## config.mk

```make
export PLATFORM = sky130hd
export DESIGN_NAME = selective_repeat_receive_window_unit
export DESIGN_NICKNAME = d
export VERILOG_FILES = /design/src/rtl/core/srrw_pkg.sv /design/src/rtl/core/srrw_ram.sv /design/src/rtl/core/srrw_ctrl.sv /design/src/rtl/core/selective_repeat_receive_window_unit.sv
export SDC_FILE = /design/constraint.sdc
export NUM_CORES = 1
export LEC_CHECK = 0
export BUFFER_PORTS_ARGS = -buffer_cell sky130_fd_sc_hd__buf_4
export CAP_MARGIN = 20
export CORE_ASPECT_RATIO = 1.25
export CORE_MARGIN = 2
export CORE_UTILIZATION = 55
export CTS_CLUSTER_DIAMETER = 30
export DETAILED_ROUTE_END_ITERATION = 10
export PLACE_DENSITY = 0.84
export SLEW_MARGIN = 20
export SYNTH_ARGS = -nofsm -noshare
export SYNTH_HDL_FRONTEND = slang
export SYNTH_SLANG_ARGS = --single-unit
export TNS_END_PERCENT = 10
```

## constraint.sdc

```tcl
create_clock -name clk -period 5.9 [get_ports clk]
set_input_delay 0 -clock clk [delete_from_list [all_inputs] [get_ports clk]]
set_output_delay 0 -clock clk [all_outputs]
set_load 0.01 [all_outputs]
```

## src/rtl/core/srrw_pkg.sv

```systemverilog
// ----------------------------------------------------------------------------
// Selective-repeat receive window package
// Shared widths, limits and types for the receive window unit.
// ----------------------------------------------------------------------------
`timescale 1ns / 1ps
`default_nettype none

package srrw_pkg;

  // Field widths of the segment header and result words.
  localparam int SEQ_W = 31;
  localparam int LEN_W = 16;
  localparam int TAG_W = 16;

  // Default window size in slots.
  localparam int WINDOW_SLOTS_DEF = 32;

  // At most this many segments are delivered for one arriving segment.
  localparam int MAX_DRAIN = 32;
  localparam int CNT_W     = $clog2(MAX_DRAIN + 1);

  // Result kinds.
  localparam logic KIND_DELIVER = 1'b0;
  localparam logic KIND_ACK     = 1'b1;

  // Result control handed from the sequencer to the output stage.
  typedef struct packed {
    logic             strobe;
    logic             kind;
    logic [SEQ_W-1:0] ack_number;
    logic             transfer_done;
  } srrw_result_ctl_t;

endpackage

`default_nettype wire

```

## src/rtl/core/srrw_ram.sv

```systemverilog
// ----------------------------------------------------------------------------
// Generic single-port-write RAM
// One write port and one read port, read data registered.
// ----------------------------------------------------------------------------
`timescale 1ns / 1ps
`default_nettype none

module srrw_ram #(
  parameter int WIDTH = 32,
  parameter int DEPTH = 32
) (
  input  wire                     clk,
  input  wire                     we,
  input  wire [$clog2(DEPTH)-1:0] waddr,
  input  wire [WIDTH-1:0]         wdata,
  input  wire                     re,
  input  wire [$clog2(DEPTH)-1:0] raddr,
  output logic [WIDTH-1:0]        rdata
);

  logic [WIDTH-1:0] mem [DEPTH];
  logic [WIDTH-1:0] rdata_r;

  // Write port.
  always_ff @(posedge clk) begin
    if (we) begin
      mem[waddr] <= wdata;
    end
  end

  // Registered read port.
  always_ff @(posedge clk) begin
    if (re) begin
      rdata_r <= mem[raddr];
    end
  end

  assign rdata = rdata_r;

endmodule

`default_nettype wire

```

## src/rtl/core/srrw_ctrl.sv

```systemverilog
// ----------------------------------------------------------------------------
// Receive window sequencer
// Checks each segment against the window and stores it if inside; a base hit
// walks the filled slots; each segment ends with a cumulative acknowledgement.
// ----------------------------------------------------------------------------
`timescale 1ns / 1ps
`default_nettype none

module srrw_ctrl
  import srrw_pkg::*;
#(
  parameter int WINDOW_SLOTS = WINDOW_SLOTS_DEF
) (
  input  wire                            clk,
  input  wire                            rst_n,
  input  wire                            start,
  output logic                           busy,
  input  wire [SEQ_W-1:0]                seq_number,
  input  wire                            end_of_transfer,
  input  wire [LEN_W-1:0]                payload_length,
  input  wire [TAG_W-1:0]                payload_tag,
  output logic                           mem_we,
  output logic [$clog2(WINDOW_SLOTS)-1:0] mem_waddr,
  output logic [LEN_W+TAG_W-1:0]         mem_wdata,
  output logic                           mem_re,
  output logic [$clog2(WINDOW_SLOTS)-1:0] mem_raddr,
  output srrw_result_ctl_t               res_ctl
);

  localparam int SLOT_W = $clog2(WINDOW_SLOTS);

  typedef enum logic [4:0] {
    ST_IDLE     = 5'b00001,
    ST_WRITE    = 5'b00010,
    ST_DRAIN_RD = 5'b00100,
    ST_DRAIN_WR = 5'b01000,
    ST_ACK      = 5'b10000
  } state_t;

  state_t state_r, state_nxt;

  logic [SEQ_W-1:0]        base_r, base_nxt;
  logic [SLOT_W-1:0]       base_slot_r, base_slot_nxt;
  logic [SEQ_W-1:0]        final_seq_r, final_seq_nxt;
  logic                    final_seen_r, final_seen_nxt;
  logic [WINDOW_SLOTS-1:0] slot_full_r, slot_full_nxt;
  logic [CNT_W-1:0]        cnt_r, cnt_nxt;

  // Captured segment.
  logic [SEQ_W-1:0]  seq_r;
  logic              eot_r;
  logic [LEN_W-1:0]  len_r;
  logic [TAG_W-1:0]  tag_r;
  logic [SLOT_W-1:0] slot_r;
  logic              in_win_r;
  logic              is_base_r;

  logic              accept;
  logic [SEQ_W-1:0]  diff;
  logic              in_win;
  logic [SLOT_W:0]   slot_sum;
  logic [SLOT_W-1:0] slot_idx;
  logic              drain_go;

  // A new segment may enter while idle or while the acknowledgement is out.
  assign busy   = !((state_r == ST_IDLE) || (state_r == ST_ACK));
  assign accept = start && !busy;

  // Window check and slot index, built from the tracked base slot.
  assign diff     = seq_number - base_r;
  assign in_win   = (seq_number >= base_r) && (diff < SEQ_W'(WINDOW_SLOTS));
  assign slot_sum = {1'b0, base_slot_r} + {1'b0, diff[SLOT_W-1:0]};
  assign slot_idx = (slot_sum >= (SLOT_W+1)'(WINDOW_SLOTS))
                    ? SLOT_W'(slot_sum - (SLOT_W+1)'(WINDOW_SLOTS))
                    : slot_sum[SLOT_W-1:0];

  assign drain_go = slot_full_r[base_slot_r] && (cnt_r < CNT_W'(MAX_DRAIN));

  // Capture the segment header at acceptance.
  always_ff @(posedge clk) begin
    if (accept) begin
      seq_r     <= seq_number;
      eot_r     <= end_of_transfer;
      len_r     <= payload_length;
      tag_r     <= payload_tag;
      slot_r    <= slot_idx;
      in_win_r  <= in_win;
      is_base_r <= (seq_number == base_r);
    end
  end

  // Sequencer and window state.
  always_comb begin
    state_nxt      = state_r;
    base_nxt       = base_r;
    base_slot_nxt  = base_slot_r;
    final_seq_nxt  = final_seq_r;
    final_seen_nxt = final_seen_r;
    slot_full_nxt  = slot_full_r;
    cnt_nxt        = cnt_r;
    case (state_r)
      ST_IDLE: begin
        if (accept) begin
          state_nxt = ST_WRITE;
        end
      end
      ST_WRITE: begin
        cnt_nxt = '0;
        if (in_win_r) begin
          slot_full_nxt[slot_r] = 1'b1;
          if (eot_r) begin
            final_seq_nxt  = seq_r;
            final_seen_nxt = 1'b1;
          end
        end
        state_nxt = (in_win_r && is_base_r) ? ST_DRAIN_RD : ST_ACK;
      end
      ST_DRAIN_RD: begin
        state_nxt = drain_go ? ST_DRAIN_WR : ST_ACK;
      end
      ST_DRAIN_WR: begin
        // The read word is on the RAM output; retire the slot and move on.
        slot_full_nxt[base_slot_r] = 1'b0;
        base_nxt = base_r + 1'b1;
        if (base_r == {SEQ_W{1'b1}} || base_slot_r == SLOT_W'(WINDOW_SLOTS - 1)) begin
          base_slot_nxt = '0;
        end else begin
          base_slot_nxt = base_slot_r + 1'b1;
        end
        cnt_nxt   = cnt_r + 1'b1;
        state_nxt = ST_DRAIN_RD;
      end
      ST_ACK: begin
        state_nxt = accept ? ST_WRITE : ST_IDLE;
      end
      default: begin
        state_nxt = ST_IDLE;
      end
    endcase
  end

  always_ff @(posedge clk) begin
    if (!rst_n) begin
      state_r      <= ST_IDLE;
      base_r       <= '0;
      base_slot_r  <= '0;
      final_seq_r  <= '0;
      final_seen_r <= 1'b0;
      slot_full_r  <= '0;
      cnt_r        <= '0;
    end else begin
      state_r      <= state_nxt;
      base_r       <= base_nxt;
      base_slot_r  <= base_slot_nxt;
      final_seq_r  <= final_seq_nxt;
      final_seen_r <= final_seen_nxt;
      slot_full_r  <= slot_full_nxt;
      cnt_r        <= cnt_nxt;
    end
  end

  // Memory requests: store in the write state, fetch the base slot in a drain.
  assign mem_we    = (state_r == ST_WRITE) && in_win_r;
  assign mem_waddr = slot_r;
  assign mem_wdata = {len_r, tag_r};
  assign mem_re    = (state_r == ST_DRAIN_RD) && drain_go;
  assign mem_raddr = base_slot_r;

  // Result control toward the output stage.
  always_comb begin
    res_ctl               = '0;
    res_ctl.strobe        = (state_r == ST_DRAIN_WR) || (state_r == ST_ACK);
    res_ctl.kind          = (state_r == ST_ACK) ? KIND_ACK : KIND_DELIVER;
    if (state_r == ST_ACK) begin
      res_ctl.ack_number    = base_r;
      res_ctl.transfer_done = final_seen_r && (base_r > final_seq_r);
    end
  end

endmodule

`default_nettype wire

```

## src/rtl/core/selective_repeat_receive_window_unit.sv

```systemverilog
// ----------------------------------------------------------------------------
// Selective-repeat receive window unit
// Accepts one segment header per command, stores it in the slot memory when
// it lies in the window and delivers the in-order run followed by one
// cumulative acknowledgement. The header is stored in the write state, then
// each slot of the run is read and retired with one delivery; the read that
// ends the run is followed by the ack. A new segment may be accepted while
// the ack is out; busy holds it off during the write, read and retire steps.
// Reset (synchronous, active low) clears the base, the end mark and all slot
// occupied bits at once; the receiver takes every result without stalling.
// ----------------------------------------------------------------------------
`timescale 1ns / 1ps
`default_nettype none

module selective_repeat_receive_window_unit
  import srrw_pkg::*;
#(
  parameter int WINDOW_SLOTS = WINDOW_SLOTS_DEF
) (
  input  wire              clk,
  input  wire              rst_n,
  input  wire              start,
  output logic             busy,
  input  wire [SEQ_W-1:0]  in_seq_number,
  input  wire              in_end_of_transfer,
  input  wire [LEN_W-1:0]  in_payload_length,
  input  wire [TAG_W-1:0]  in_payload_tag,
  output logic             out_strobe,
  output logic             out_result_kind,
  output logic [TAG_W-1:0] out_delivered_tag,
  output logic [LEN_W-1:0] out_delivered_length,
  output logic [SEQ_W-1:0] out_ack_number,
  output logic             out_transfer_done,
  output logic             out_last_of_run
);

  localparam int SLOT_W = $clog2(WINDOW_SLOTS);
  localparam int WORD_W = LEN_W + TAG_W;

  logic              mem_we;
  logic [SLOT_W-1:0] mem_waddr;
  logic [WORD_W-1:0] mem_wdata;
  logic              mem_re;
  logic [SLOT_W-1:0] mem_raddr;
  logic [WORD_W-1:0] mem_rdata;
  srrw_result_ctl_t  res_ctl;

  // Window sequencer.
  srrw_ctrl #(
    .WINDOW_SLOTS(WINDOW_SLOTS)
  ) u_ctrl (
    .clk            (clk),
    .rst_n          (rst_n),
    .start          (start),
    .busy           (busy),
    .seq_number     (in_seq_number),
    .end_of_transfer(in_end_of_transfer),
    .payload_length (in_payload_length),
    .payload_tag    (in_payload_tag),
    .mem_we         (mem_we),
    .mem_waddr      (mem_waddr),
    .mem_wdata      (mem_wdata),
    .mem_re         (mem_re),
    .mem_raddr      (mem_raddr),
    .res_ctl        (res_ctl)
  );

  // Slot memory holding length and tag of each stored segment.
  srrw_ram #(
    .WIDTH(WORD_W),
    .DEPTH(WINDOW_SLOTS)
  ) u_slot_ram (
    .clk  (clk),
    .we   (mem_we),
    .waddr(mem_waddr),
    .wdata(mem_wdata),
    .re   (mem_re),
    .raddr(mem_raddr),
    .rdata(mem_rdata)
  );

  // Result word: deliveries carry the memory word, the ack carries the base.
  always_comb begin
    out_strobe           = res_ctl.strobe;
    out_result_kind      = res_ctl.kind;
    out_ack_number       = res_ctl.ack_number;
    out_transfer_done    = res_ctl.transfer_done;
    out_last_of_run      = res_ctl.strobe && (res_ctl.kind == KIND_ACK);
    out_delivered_tag    = '0;
    out_delivered_length = '0;
    if (res_ctl.strobe && (res_ctl.kind == KIND_DELIVER)) begin
      out_delivered_tag    = mem_rdata[TAG_W-1:0];
      out_delivered_length = mem_rdata[WORD_W-1:TAG_W];
    end
  end

endmodule

`default_nettype wire

```

* After elaboration in Yosys (flattened, before gate mapping)
Memories as Yosys holds them, arrays and structs flattened. A register that Yosys moved wholly into a read port is not among the register bits. Cells that the tools add are included.
Word-level totals: bits in registers 182, RAM bits 1024, input bits 67, output and inout port bits 68, word-level logic and storage cells 84, memories 1
Operators by class: add/subtract/negate cells 6, $lt $le $gt $ge 9, equality and inequality tests 10, multiplexer cells 22, bitwise logic cells 4, reduce and logical (&&, ||, !) cells 18
Memory list:
- u_slot_ram.mem | depth 32, bits a word 32, read ports 1, clocked after memory_dff 1, wr ports 1, RTL line srrw_ram.sv:21 | logic [WIDTH-1:0] mem [DEPTH];
Operator list (number):
- 32-bit 2-to-1 mux | 2
- 32-bit one-hot mux with 2 select lines | 1
- 32-bit bitwise AND | 1
- 16-bit 2-to-1 mux | 2
- 32-bit inverter | 1
- 32-bit OR | 1
- 31-bit by 1-bit adder with 31-bit output, second input constant | 1
- 31-bit equality test | 1
- 31-bit equality test, second input constant | 1
- 31-bit greater-or-equal comparator | 1
- 31-bit > comparator | 1
- 31-bit by 6-bit < comparator with 1-bit output, second input constant | 1
- 31-bit subtractor | 1
- 5-bit 2-to-1 mux | 5
- 5-bit one-hot mux with 5 select lines | 1
- 5-bit by 6-bit < comparator with 1-bit output, second input constant | 2
- 6-bit one-hot mux with 2 select lines | 1
- 1-bit logical AND | 11
- 1-bit demux with 5-bit select | 2
- 5-bit equality test, second input constant | 2
- 5-bit by 1-bit greater-or-equal comparator with 1-bit output, second input constant | 2
- 5-bit by 5-bit adder with 6-bit output | 1
- 6-bit by 1-bit adder with 6-bit output, second input constant | 1
- 6-bit greater-or-equal comparator, second input constant | 1
- 17 further kinds | 25

* Depth between registers and ports, before layout
Gate-level depths: netlist (run 1).
depth after elaboration 7, gate-level depth with buffers 14, mapped depth without buffers 14

* Cells and area by module
From an unflattened synthesis (run 1), not the netlist that was laid out.
Unflattened totals: cells, all modules 3427, area, all modules 51539.4 um^2
By module, submodules not included:
- srrw_ram | times used 1, cells each 2260, area each 40805.4 um^2, seq. area each 31710.4 um^2
- srrw_ctrl | times used 1, cells each 1128, area each 10376.2 um^2, seq. area each 4354.2 um^2
- selective_repeat_receive_window_unit | times used 1, cells each 39, area each 357.8 um^2, seq. area each 0.0 um^2

* Least setup slack after synthesis (run 1)
Ideal clock, no wire load.
path kind register to register, start point register u_ctrl.state_r[2], end point memory u_slot_ram.mem[28][0], enable pin, library setup time 423 ps, data arrival time 2961 ps, data required time 5477 ps, path slack 2516 ps, stages on the path, launching flop included 8, buffers on the path 1, clock period less this slack 3384 ps, path through dfxtp_1 nor2_1 nand2_1 nor3_1 nand2_1 or3_1 clkbuf_1 nor2_1
On the way: cells in the longest elaborated chain, start to end 4
Ends and longest elaborated chain:
- from (decl) | RTL line srrw_ctrl.sv:40 | state_t state_r, state_nxt;
- from (signal assigned) | RTL line srrw_ctrl.sv:152 | state_r <= state_nxt;
- 5-bit by 2-bit equality test with 1-bit output | RTL line srrw_ctrl.sv:163 | assign mem_we = (state_r == ST_WRITE) && in_win_r;
- 1-bit logical AND | RTL line srrw_ctrl.sv:163
- 1-bit 2-to-1 mux | RTL line srrw_ram.sv:26 | if (we) begin
- 1-bit 2-to-1 mux (implied by the code) | RTL line srrw_ram.sv:27 | mem[waddr] <= wdata;
- to (decl) | RTL line srrw_ram.sv:21
Every way passes these cells.

* Worst setup path in the final report (run 1)
start point register u_ctrl.state_r[2], end point memory u_slot_ram.mem[1][27], enable pin
Same word-level chain as after synthesis.

==> reports/results.txt, run 1 <==
The flow ran to the end, and the final reports show no timing, DRC or antenna violations. Yosys warning count: 0. The share of total power dissipated in sequential elements is 48.2%. Summed over all layers, the global routing overflow is 0. The first detailed-routing pass took 6 iterations. The clock network accounts for 49.5% of the total power. Summing every instance area after synthesis gives 49500 sq um. Data arrives at the worst endpoint at 4.54 ns.

The start-to-end type of the worst setup path was flip-flop to flip-flop. In this run, synthesis produced a sequential element count of 1238. The time the final worst path needs with I/O delays and setup is 4.15 ns, and the critical path buffer and inverter count is 1. The analysis attributes to cell leakage a power of 0.0191 uW. The layout has 5491 filler cells. The H-tree depth is 4. The post-route netlist has 25.6% of its cells at a drive strength greater than 1. The clock skew after layout came out at 0.0433 ns. The routed design has 153 mm of wire. The run gives 75.5 mm as the total half-perimeter wirelength after legalization and detailed placement. The top cell types in the final layout, fill and taps aside, are 1127 x edfxtp_1, 264 x mux4_2, 186 x buf_4. The tools report the initial DRC count as 4636. The most common flop cell mapped by yosys is edfxtp_1.

The die outline height works out to 340 um. Among all stages on the critical path, the largest delay is contributed by nor2_4. The area taken by multi-input logic gates was 12900 sq um; the overall die area was 92500 sq um. For this run, the register share of the synthesized area comes to 72.8%. The final count of negative-setup-slack endpoints came out at 0.

Port buffering added 134 buffers. The delay of the slowest critical-path stage came out at 1.06 ns. The buffer cell driving the clock tree root was clkbuf_16. The logs give 0.77 ns for the clock latency at the later pin of the worst-skew pair and 0 for the number of hold violations in the final report.

The number of placement rows was 123. In this run the worst hold path is classified as input port to flip-flop. After detailed routing, the number of remaining DRC violations is 0.

Counting every net in the synthesized netlist gives 2850. The number of placed I/O pins is 135, and the total clock buffers created by CTS is 163. Once detail routing completed, the nets flagged for antenna violations numbered 0.

For this run, asynchronously set or reset flops after synthesis account for 0%. The most critical setup path has its startpoint at u_ctrl.state_r[2]. Max-cap violations in this run came to 0. The die width came out at 272 um. The area growth from synthesis to final layout is 19.7%. Yosys mapped a number of flops with a built-in enable equal to 1127.

TritonCTS built the clock tree. For the wire length of the first global-routing pass, the log shows 217 mm. Clock-pin slew was measured on the worst setup and hold paths at 0.05 ns. Summing over every cut layer, the via total after detailed routing is 30382. The average size of a mapped cell works out to 18.3 sq um. The launch point of the worst hold path was in_seq_number[19].

The logs give 89600 sq um for the floorplan core area and 32.8% for the global-route usage over all layers. The final net count was 3213. The type of origin of the critical path was a flip-flop. The clock net in this run drives a total of 1238 sinks.

Across the VDD grid, the largest voltage drop is 0.000304 V. After technology mapping, the gate count stands at 2708. The run gives 0.0490 ns as the worst hold slack. The startpoint identified for the worst register-to-register timing path is u_ctrl.state_r[2]. In this run the deepest clock path goes through 3 buffers. The number of antenna violations at the first check in global routing is 7. Timing would allow up to 241 MHz. Net switching power figure: 4730 uW. The most common cell after layout, fill and taps aside was edfxtp_1. Sum of negative setup slack: 0 ns. For the power share of the combinational group, the log shows 2.3%. The final critical-path share of the clock period works out to 70.4%.

Net switching is 23.1% of the power. The tools report the sort of element at the end of the critical path as a flip-flop. The tools report the number of gates given a new drive strength after cts as 0.

The routed wire length per instance was 34.8 um; the actual slew at the worst max-slew pin was 1.27 ns. The initial cell density of the core came out at 55.3%. By instance count, the cell type seen most on the critical path is nand2_1. The internal power of the cells is 15800 uW, and the power density over cell area is 345 nW/um^2. Setup repair after global routing left no endpoint under its margin. The via density per instance is 6.91. Along the worst path, the maximum fanout reaches 18. Entering global routing, the biggest net connects 137 pins. In this run the tightest slew margin relative to its limit is 15.6%. For the area occupied by registers, the log shows 36100 sq um. The dominant delay contributor by cell family on the critical path was simple AND/OR/NAND/NOR gates. The logs give 6.29 ns for the required time reported for the critical path endpoint and 0.972 for the final weighted congestion of routability-driven global placement. Count of different cell masters after synthesis: 71. The number of pins with negative max-slew slack in the final report was 0. Traced cell by cell, the critical path runs through nor2_1 > nand2_1 > nor3_1 > nand2_1 > nor2_1 > nand2_1 > nor2_4 > buf_4. The via count of the first global-routing pass came out at 30969.
## cell usage after synthesis (4+ instances only)
master / instances / share of area [%]
a211oi_1: 5 / 0.076
nand2_1: 126 / 0.95
xor2_1: 12 / 0.21
dfxtp_1: 111 / 4.5
and3b_1: 5 / 0.088
mux4_2: 264 / 12
clkbuf_1: 90 / 0.68
nor4_1: 6 / 0.076
nand3_1: 27 / 0.27
o21ai_0: 31 / 0.31
ha_1: 73 / 1.8
buf_1: 32 / 0.24
o211ai_1: 5 / 0.076
a21oi_1: 51 / 0.52
edfxtp_1: 1127 / 68
a22oi_1: 131 / 2.0
o221a_2: 6 / 0.14
buf_2: 8 / 0.081
nor3_1: 21 / 0.21
nand4_1: 58 / 0.73
inv_1: 83 / 0.63
o21bai_1: 6 / 0.091
a21o_1: 12 / 0.18
nand2b_1: 5 / 0.063
nor2b_1: 14 / 0.18
and2_1: 98 / 1.2
a21boi_0: 32 / 0.49
and3_1: 6 / 0.076
or3_1: 4 / 0.051
xnor2_1: 44 / 0.78
a31oi_1: 5 / 0.063
nor2_1: 82 / 0.62
nand3b_1: 9 / 0.14
o22ai_1: 4 / 0.051
o21a_1: 60 / 0.91
## stage by stage
stage / instances / total power (uW) / instance area (sq um) / worst slack (ns) / utilization (%)
after floorplan: 2708 / 10200 / 49500 / 2.52 / -
after global placement: 3950 / 10400 / 52200 / 2.09 / 58.3
after detailed placement: 3951 / 10400 / 52200 / 1.97 / 58.3
after CTS: 4378 / 20300 / 59000 / 1.75 / 65.9
after global routing: 4398 / 20800 / 59300 / 1.62 / 66.2
final: 4399 / 20500 / 59300 / 1.75 / 66.2
## per-layer routing
layer	track usage [%]	vias up	part of all wire [%]	wire (um)
li1	-	11653	-	-
met1	39.2	15279	32	48900
met2	54.5	2806	50	76400
met3	7.10	636	11	16700
met4	20.5	8	7.1	10800
met5	0	-	0.026	40
## final cells by class
type / instances / area share (%)
Timing Repair Buffer: 331 / 5.01
Multi-Input combinational cell: 1254 / 21.7
Clock inverter: 118 / 2.21
Antenna cell: 3 / 0.0127
Tap cell: 1187 / 2.51
Clock buffer: 185 / 7.14
Inverter: 83 / 0.530
Sequential cell: 1238 / 60.8
## repair_timing
item	CTS	global route
endpoints found under the hold margin	183	0
setup buffers	0	0
hold buffers	124	0
## cell families (layout without fill, tap and decap cells)
kind of cell	Yosys count	after routing	synth area share, %
other cells	0	3	0
flops	1238	1238	72.8
xor+xnor	56	56	0.990
fa+ha+maj	75	75	1.93
buf+inv	216	717	1.70
mux	269	269	12.1
compound gates	378	378	5.50
simple gates	476	476	4.96
## registers in the layout, summed over array words and instances (netlist names), 5 cells and up
signal / cells
u_ctrl.base_r: 31
u_ctrl.mem_waddr: 5
u_ctrl.len_r: 16
u_ctrl.cnt_r: 6
u_ctrl.final_seq_r: 31
u_ctrl.state_r: 5
u_slot_ram.mem: 1024
u_ctrl.slot_full_r: 32
u_ctrl.mem_raddr: 5
u_ctrl.seq_r: 31
u_slot_ram.rdata: 32
u_ctrl.tag_r: 16
## power by group through the flow
| stage | clock [uW] | combinational (uW) | sequential [uW] |
|---|---|---|---|
| 4_1_cts | 10000 | 368 | 9930 |
| 6_report | 10100 | 481 | 9860 |
| 3_3_place_gp | 0 | 291 | 10100 |
| 3_5_place_dp | 0 | 298 | 10100 |
| 5_1_grt | 10500 | 507 | 9870 |
| 2_1_floorplan | 0 | 171 | 10000 |
## worst paths after layout
check	to	cells past startpoint	slack, ns
setup reg to reg	u_slot_ram.mem[1][27]	8	1.75
hold / removal	u_ctrl.seq_r[19]	2	0.05
setup / recovery	u_slot_ram.mem[1][27]	8	1.75
hold reg to reg	u_ctrl.final_seq_r[8]	2	0.47
## worst reg2reg max path, cell delays in order (launching register included)
cell and delay [ns]:
dfxtp_1 0.37, nor2_1 0.16, nand2_1 0.10, nor3_1 0.66, nand2_1 0.25, nor2_1 0.16
nand2_1 0.52, nor2_4 1.06, buf_4 0.49
Power figures use the tool's default switching activity.
==> run 2, diff against run 1 <==
ABC_AREA = 1   (was default)
clock period = 3.96 ns   (was 5.9 ns; I/O delays follow)
==> run 2 against run 1 <==
Against the previous run: global-route usage shrank 1.6 points; hold slack gained 0.0034 ns; worst setup slack lost 0.94 ns.
==> reports/results.txt, run 2 <==
The run finished with clean final reports. The tools report the initial DRC count as 6331 (+37%). The worst setup path is of the flip-flop to flip-flop kind. Most common flop cell mapped by yosys: edfxtp_1. The tools report the remaining max-slew budget at the tightest pin as 21.7% (+6.0 points). The tools report the destination of the worst register-to-register timing path as u_slot_ram.rdata[11]. Count of antenna diodes in the layout: 0 (-3).

Via count of the first global-routing pass: 37483 (+21%). The tools report the share of synthesized area occupied by flip-flops and latches as 70.3% (-2.6 points). The die outline height works out to 346 um (+1.8%). The number of pins with negative max-slew slack in the final report is 0 (unchanged). Total half-perimeter wirelength after legalization and detailed placement: 77.6 mm (+2.8%). For the number of hold-repair buffers added at the cts stage, the log shows 129 (+4.0%). The via density per instance is 6.48 (-6.1%), and the number of antenna violations at the first check in global routing is 1 (-6).

The number of placement rows came out at 125 (+1.6%). Final net count: 4763 (+48%). The cell area after layout was 60500 sq um (+2.1%); the die width was 277 um (+1.8%).

The tools report the wire length of the first global-routing pass as 224 mm (+3.4%). The number of hold violations in the final report is 0 (unchanged), and the total clock buffers created by CTS is 154 (-5.5%). Data arrival time of the critical path: 3.59 ns (-0.95 ns). The startpoint identified for the worst register-to-register timing path is u_ctrl.mem_raddr[1].

Number of placed I/O pins: 135 (unchanged). The run gives 51 (-28%) as the count of different cell masters after synthesis. STA classifies the critical path endpoint as a flip-flop. The achievable clock frequency is 317 MHz (+32%), and the fraction of synthesis flops using an asynchronous set or reset pin is 0% (unchanged).

The global-route usage over all layers is 31.2% (-1.6 points). The number of cell instances on the worst register-to-register path is 8 (unchanged). The launch point of the worst hold path was in_seq_number[0]. For the post-synthesis cell area, the log shows 51300 sq um (+3.6%).

Type of origin of the critical path: a flip-flop. In the layout the commonest cells are 1127 x edfxtp_1, 708 x nor2_1, 571 x o21ai_0. The setup slack of the most critical reg-to-reg path is 0.81 ns (-0.94 ns), and the area growth from synthesis to final layout is 17.9%. The number of gates given a new drive strength after cts is 0 (unchanged). The number of clock sinks is 1238 (unchanged). The total number of vias is 38635 (+27%), and the post-detailed-placement cell area is 53800 sq um (+3.1%). The path class of the tightest hold or removal check is input port to flip-flop.

End of the worst hold path: u_ctrl.seq_r[0]. The H-tree depth was 4 (unchanged). The total grt overflow came out at 0 (unchanged).

Leaving out fill and tap cells, the most frequent cell in the layout is edfxtp_1. TritonCTS built the clock tree. The hold-critical path depth was 2 (unchanged). The peak supply drop came out at 0.000557 V (+83%).

Worst setup timing slack at the placement stage: 0.933 ns (-1.03 ns). Register containing the most flip-flops in the final layout: u_slot_ram.mem. The tools report the final weighted congestion of routability-driven global placement as 0.964 (-0.84%). The most frequently used cell type in the post-synthesis netlist is edfxtp_1. Number of cells after detailed placement: 5542 (+40%). The logs give 0 (unchanged) for the Yosys warning count and 55.3% (about the same) for the initial cell density of the core. The count of flip-flops with a built-in enable after synthesis was 1127 (unchanged).

The clock transition at the registers of the reported paths was 0.06 ns (about the same). The static leakage was 0.0216 uW (+13%); the fraction of layout instances using a drive strength above 1 was 12.1% (-13 points). The post-detailed-route count of antenna-violating nets came out at 0 (unchanged). The number of synthesized register bits is 1238 (unchanged). Yosys attributes the largest share of cell area to edfxtp_1 66%, o21ai_0 5.6%, nor2_1 5.2%, dfxtp_1 4.3%, o22ai_1 3.2%. By count the netlist is led by 1127 x edfxtp_1, 709 x nor2_1, 571 x o21ai_0, 438 x nand2_1, 264 x o22ai_1.

The port buffer count was 134 (unchanged). The area share of the leading cell type in the synthesized netlist was 65.9% (-2.4 points); the floorplan core area was 92700 sq um (+3.5%). The final critical-path share of the clock period is 79.6% (+9.2 points), and the average size of a mapped cell is 11.8 sq um (-36%). The maximum number of buffers from clock root to sink is 3 (unchanged), and the time the final worst path needs with I/O delays and setup is 3.15 ns (-0.999 ns). Setup repair after global routing left no endpoint under its margin. For the required time reported for the critical path endpoint, the log shows 4.40 ns (-1.89 ns). The number of nets in the synthesized netlist came out at 4496 (+58%). CTS placed an instance of clkbuf_16 at the clock tree root.

For the overall die area, the log shows 95800 sq um (+3.6%). The number of flip-flops under the largest register name was 1024 (unchanged). The setup fix buffers added after clock tree synthesis was 0 (unchanged). The tools report the final standard cell count with taps included and fillers excluded as 5958 (+35%). The power density over cell area was 494 nW/um^2 (+43%); the worst setup margin was 0.808 ns (-0.941 ns). The wire length after detailed routing came out at 152 mm (-0.29%).

The leading area contributor after synthesis is edfxtp_1. For the largest net degree at the start of global routing, the log shows 233 (+70%). The cell count after synthesis is 4354 (+61%), and the number of detailed-route iterations in the first pass is 7 (+1). The run gives 0.79 ns (+0.02 ns) as the clock latency at the later pin of the worst-skew pair. The tools report the total DRC errors in the routed layout as 0 (unchanged). The final count of negative-setup-slack endpoints is 0 (unchanged), and the sum of negative setup slack is 0 ns (unchanged). The actual slew at the worst max-slew pin was 1.18 ns (-0.0903 ns); the routed wire length per instance was 25.6 um (-26%).

The worst-path maximum fanout works out to 87 (+69). The run gives 0 (unchanged) as the max capacitance violation total. The clock skew after layout was 0.0421 ns (-0.00114 ns).
run 2: worst max-delay path, stage by stage, from the launching register on:
cell      delay, ns
dfxtp_4        0.60
buf_4          0.81
o21ai_0        0.20
o22ai_1        0.27
nand2_1        0.08
nand4_1        0.11
o21bai_1       0.17
nor2_4         0.18
buf_12         0.30
run 2: stage by stage:
stage	power (uW)	util [%]	hold slack (ns)
finish	29900	65.3	0.0525
global route	30500	65.3	0.0221
CTS	29900	65.3	0.00661
detailed placement	15400	58.0	0.179
global placement	15400	58.0	0.178
floorplan	15100	-	0.0989
run 2: worst max path at each step:
stage / startpoint / to / slack [ns] / depth (start not counted)
2_1_floorplan: u_ctrl.state_r[2] / u_slot_ram.mem[10][0] / 0.06 / 7
3_3_place_gp: u_ctrl.mem_raddr[1] / u_slot_ram.rdata[11] / 0.89 / 8
3_5_place_dp: u_ctrl.mem_raddr[1] / u_slot_ram.rdata[11] / 0.93 / 8
4_1_cts: u_ctrl.final_seq_r[30] / out_transfer_done / 0.89 / 11
5_1_grt: u_ctrl.state_r[2] / u_ctrl.slot_full_r[29] / 0.72 / 10
6_report: u_ctrl.mem_raddr[1] / u_slot_ram.rdata[11] / 0.81 / 8
run 2: where the power goes:
group	switching, uW	total [uW]	internal, uW
Combinational	395	637	242
Clock	5760	14600	8850
Sequential	220	14600	14400
run 2: final cells by class:
type | instances | area [sq um]
Tap cell | 1206 | 1510
Multi-Input combinational cell | 2595 | 13400
Fill cell | 6002 | 32200
Inverter | 275 | 1060
Sequential cell | 1238 | 36100
Clock inverter | 106 | 1270
Clock buffer | 181 | 4160
Timing Repair Buffer | 357 | 3070
run 2: logic make-up (layout without fill, tap and decap cells):
| family | count (synthesis) | after routing | synth area share (%) |
|---|---|---|---|
| compound gates | 1137 | 1137 | 12.6 |
| xor+xnor | 13 | 13 | 0.222 |
| fa+ha+maj | 75 | 75 | 1.86 |
| buf+inv | 521 | 919 | 4.05 |
| flops | 1238 | 1238 | 70.3 |
| simple gates | 1370 | 1370 | 11.0 |
run 2: layer usage:
metal	up-vias	track usage, %	part of all wire, %
met5	-	0	0.0066
met3	807	7.06	13
li1	16343	-	-
met1	18215	37.7	33
met2	3268	50.5	47
met4	2	20.8	7.3
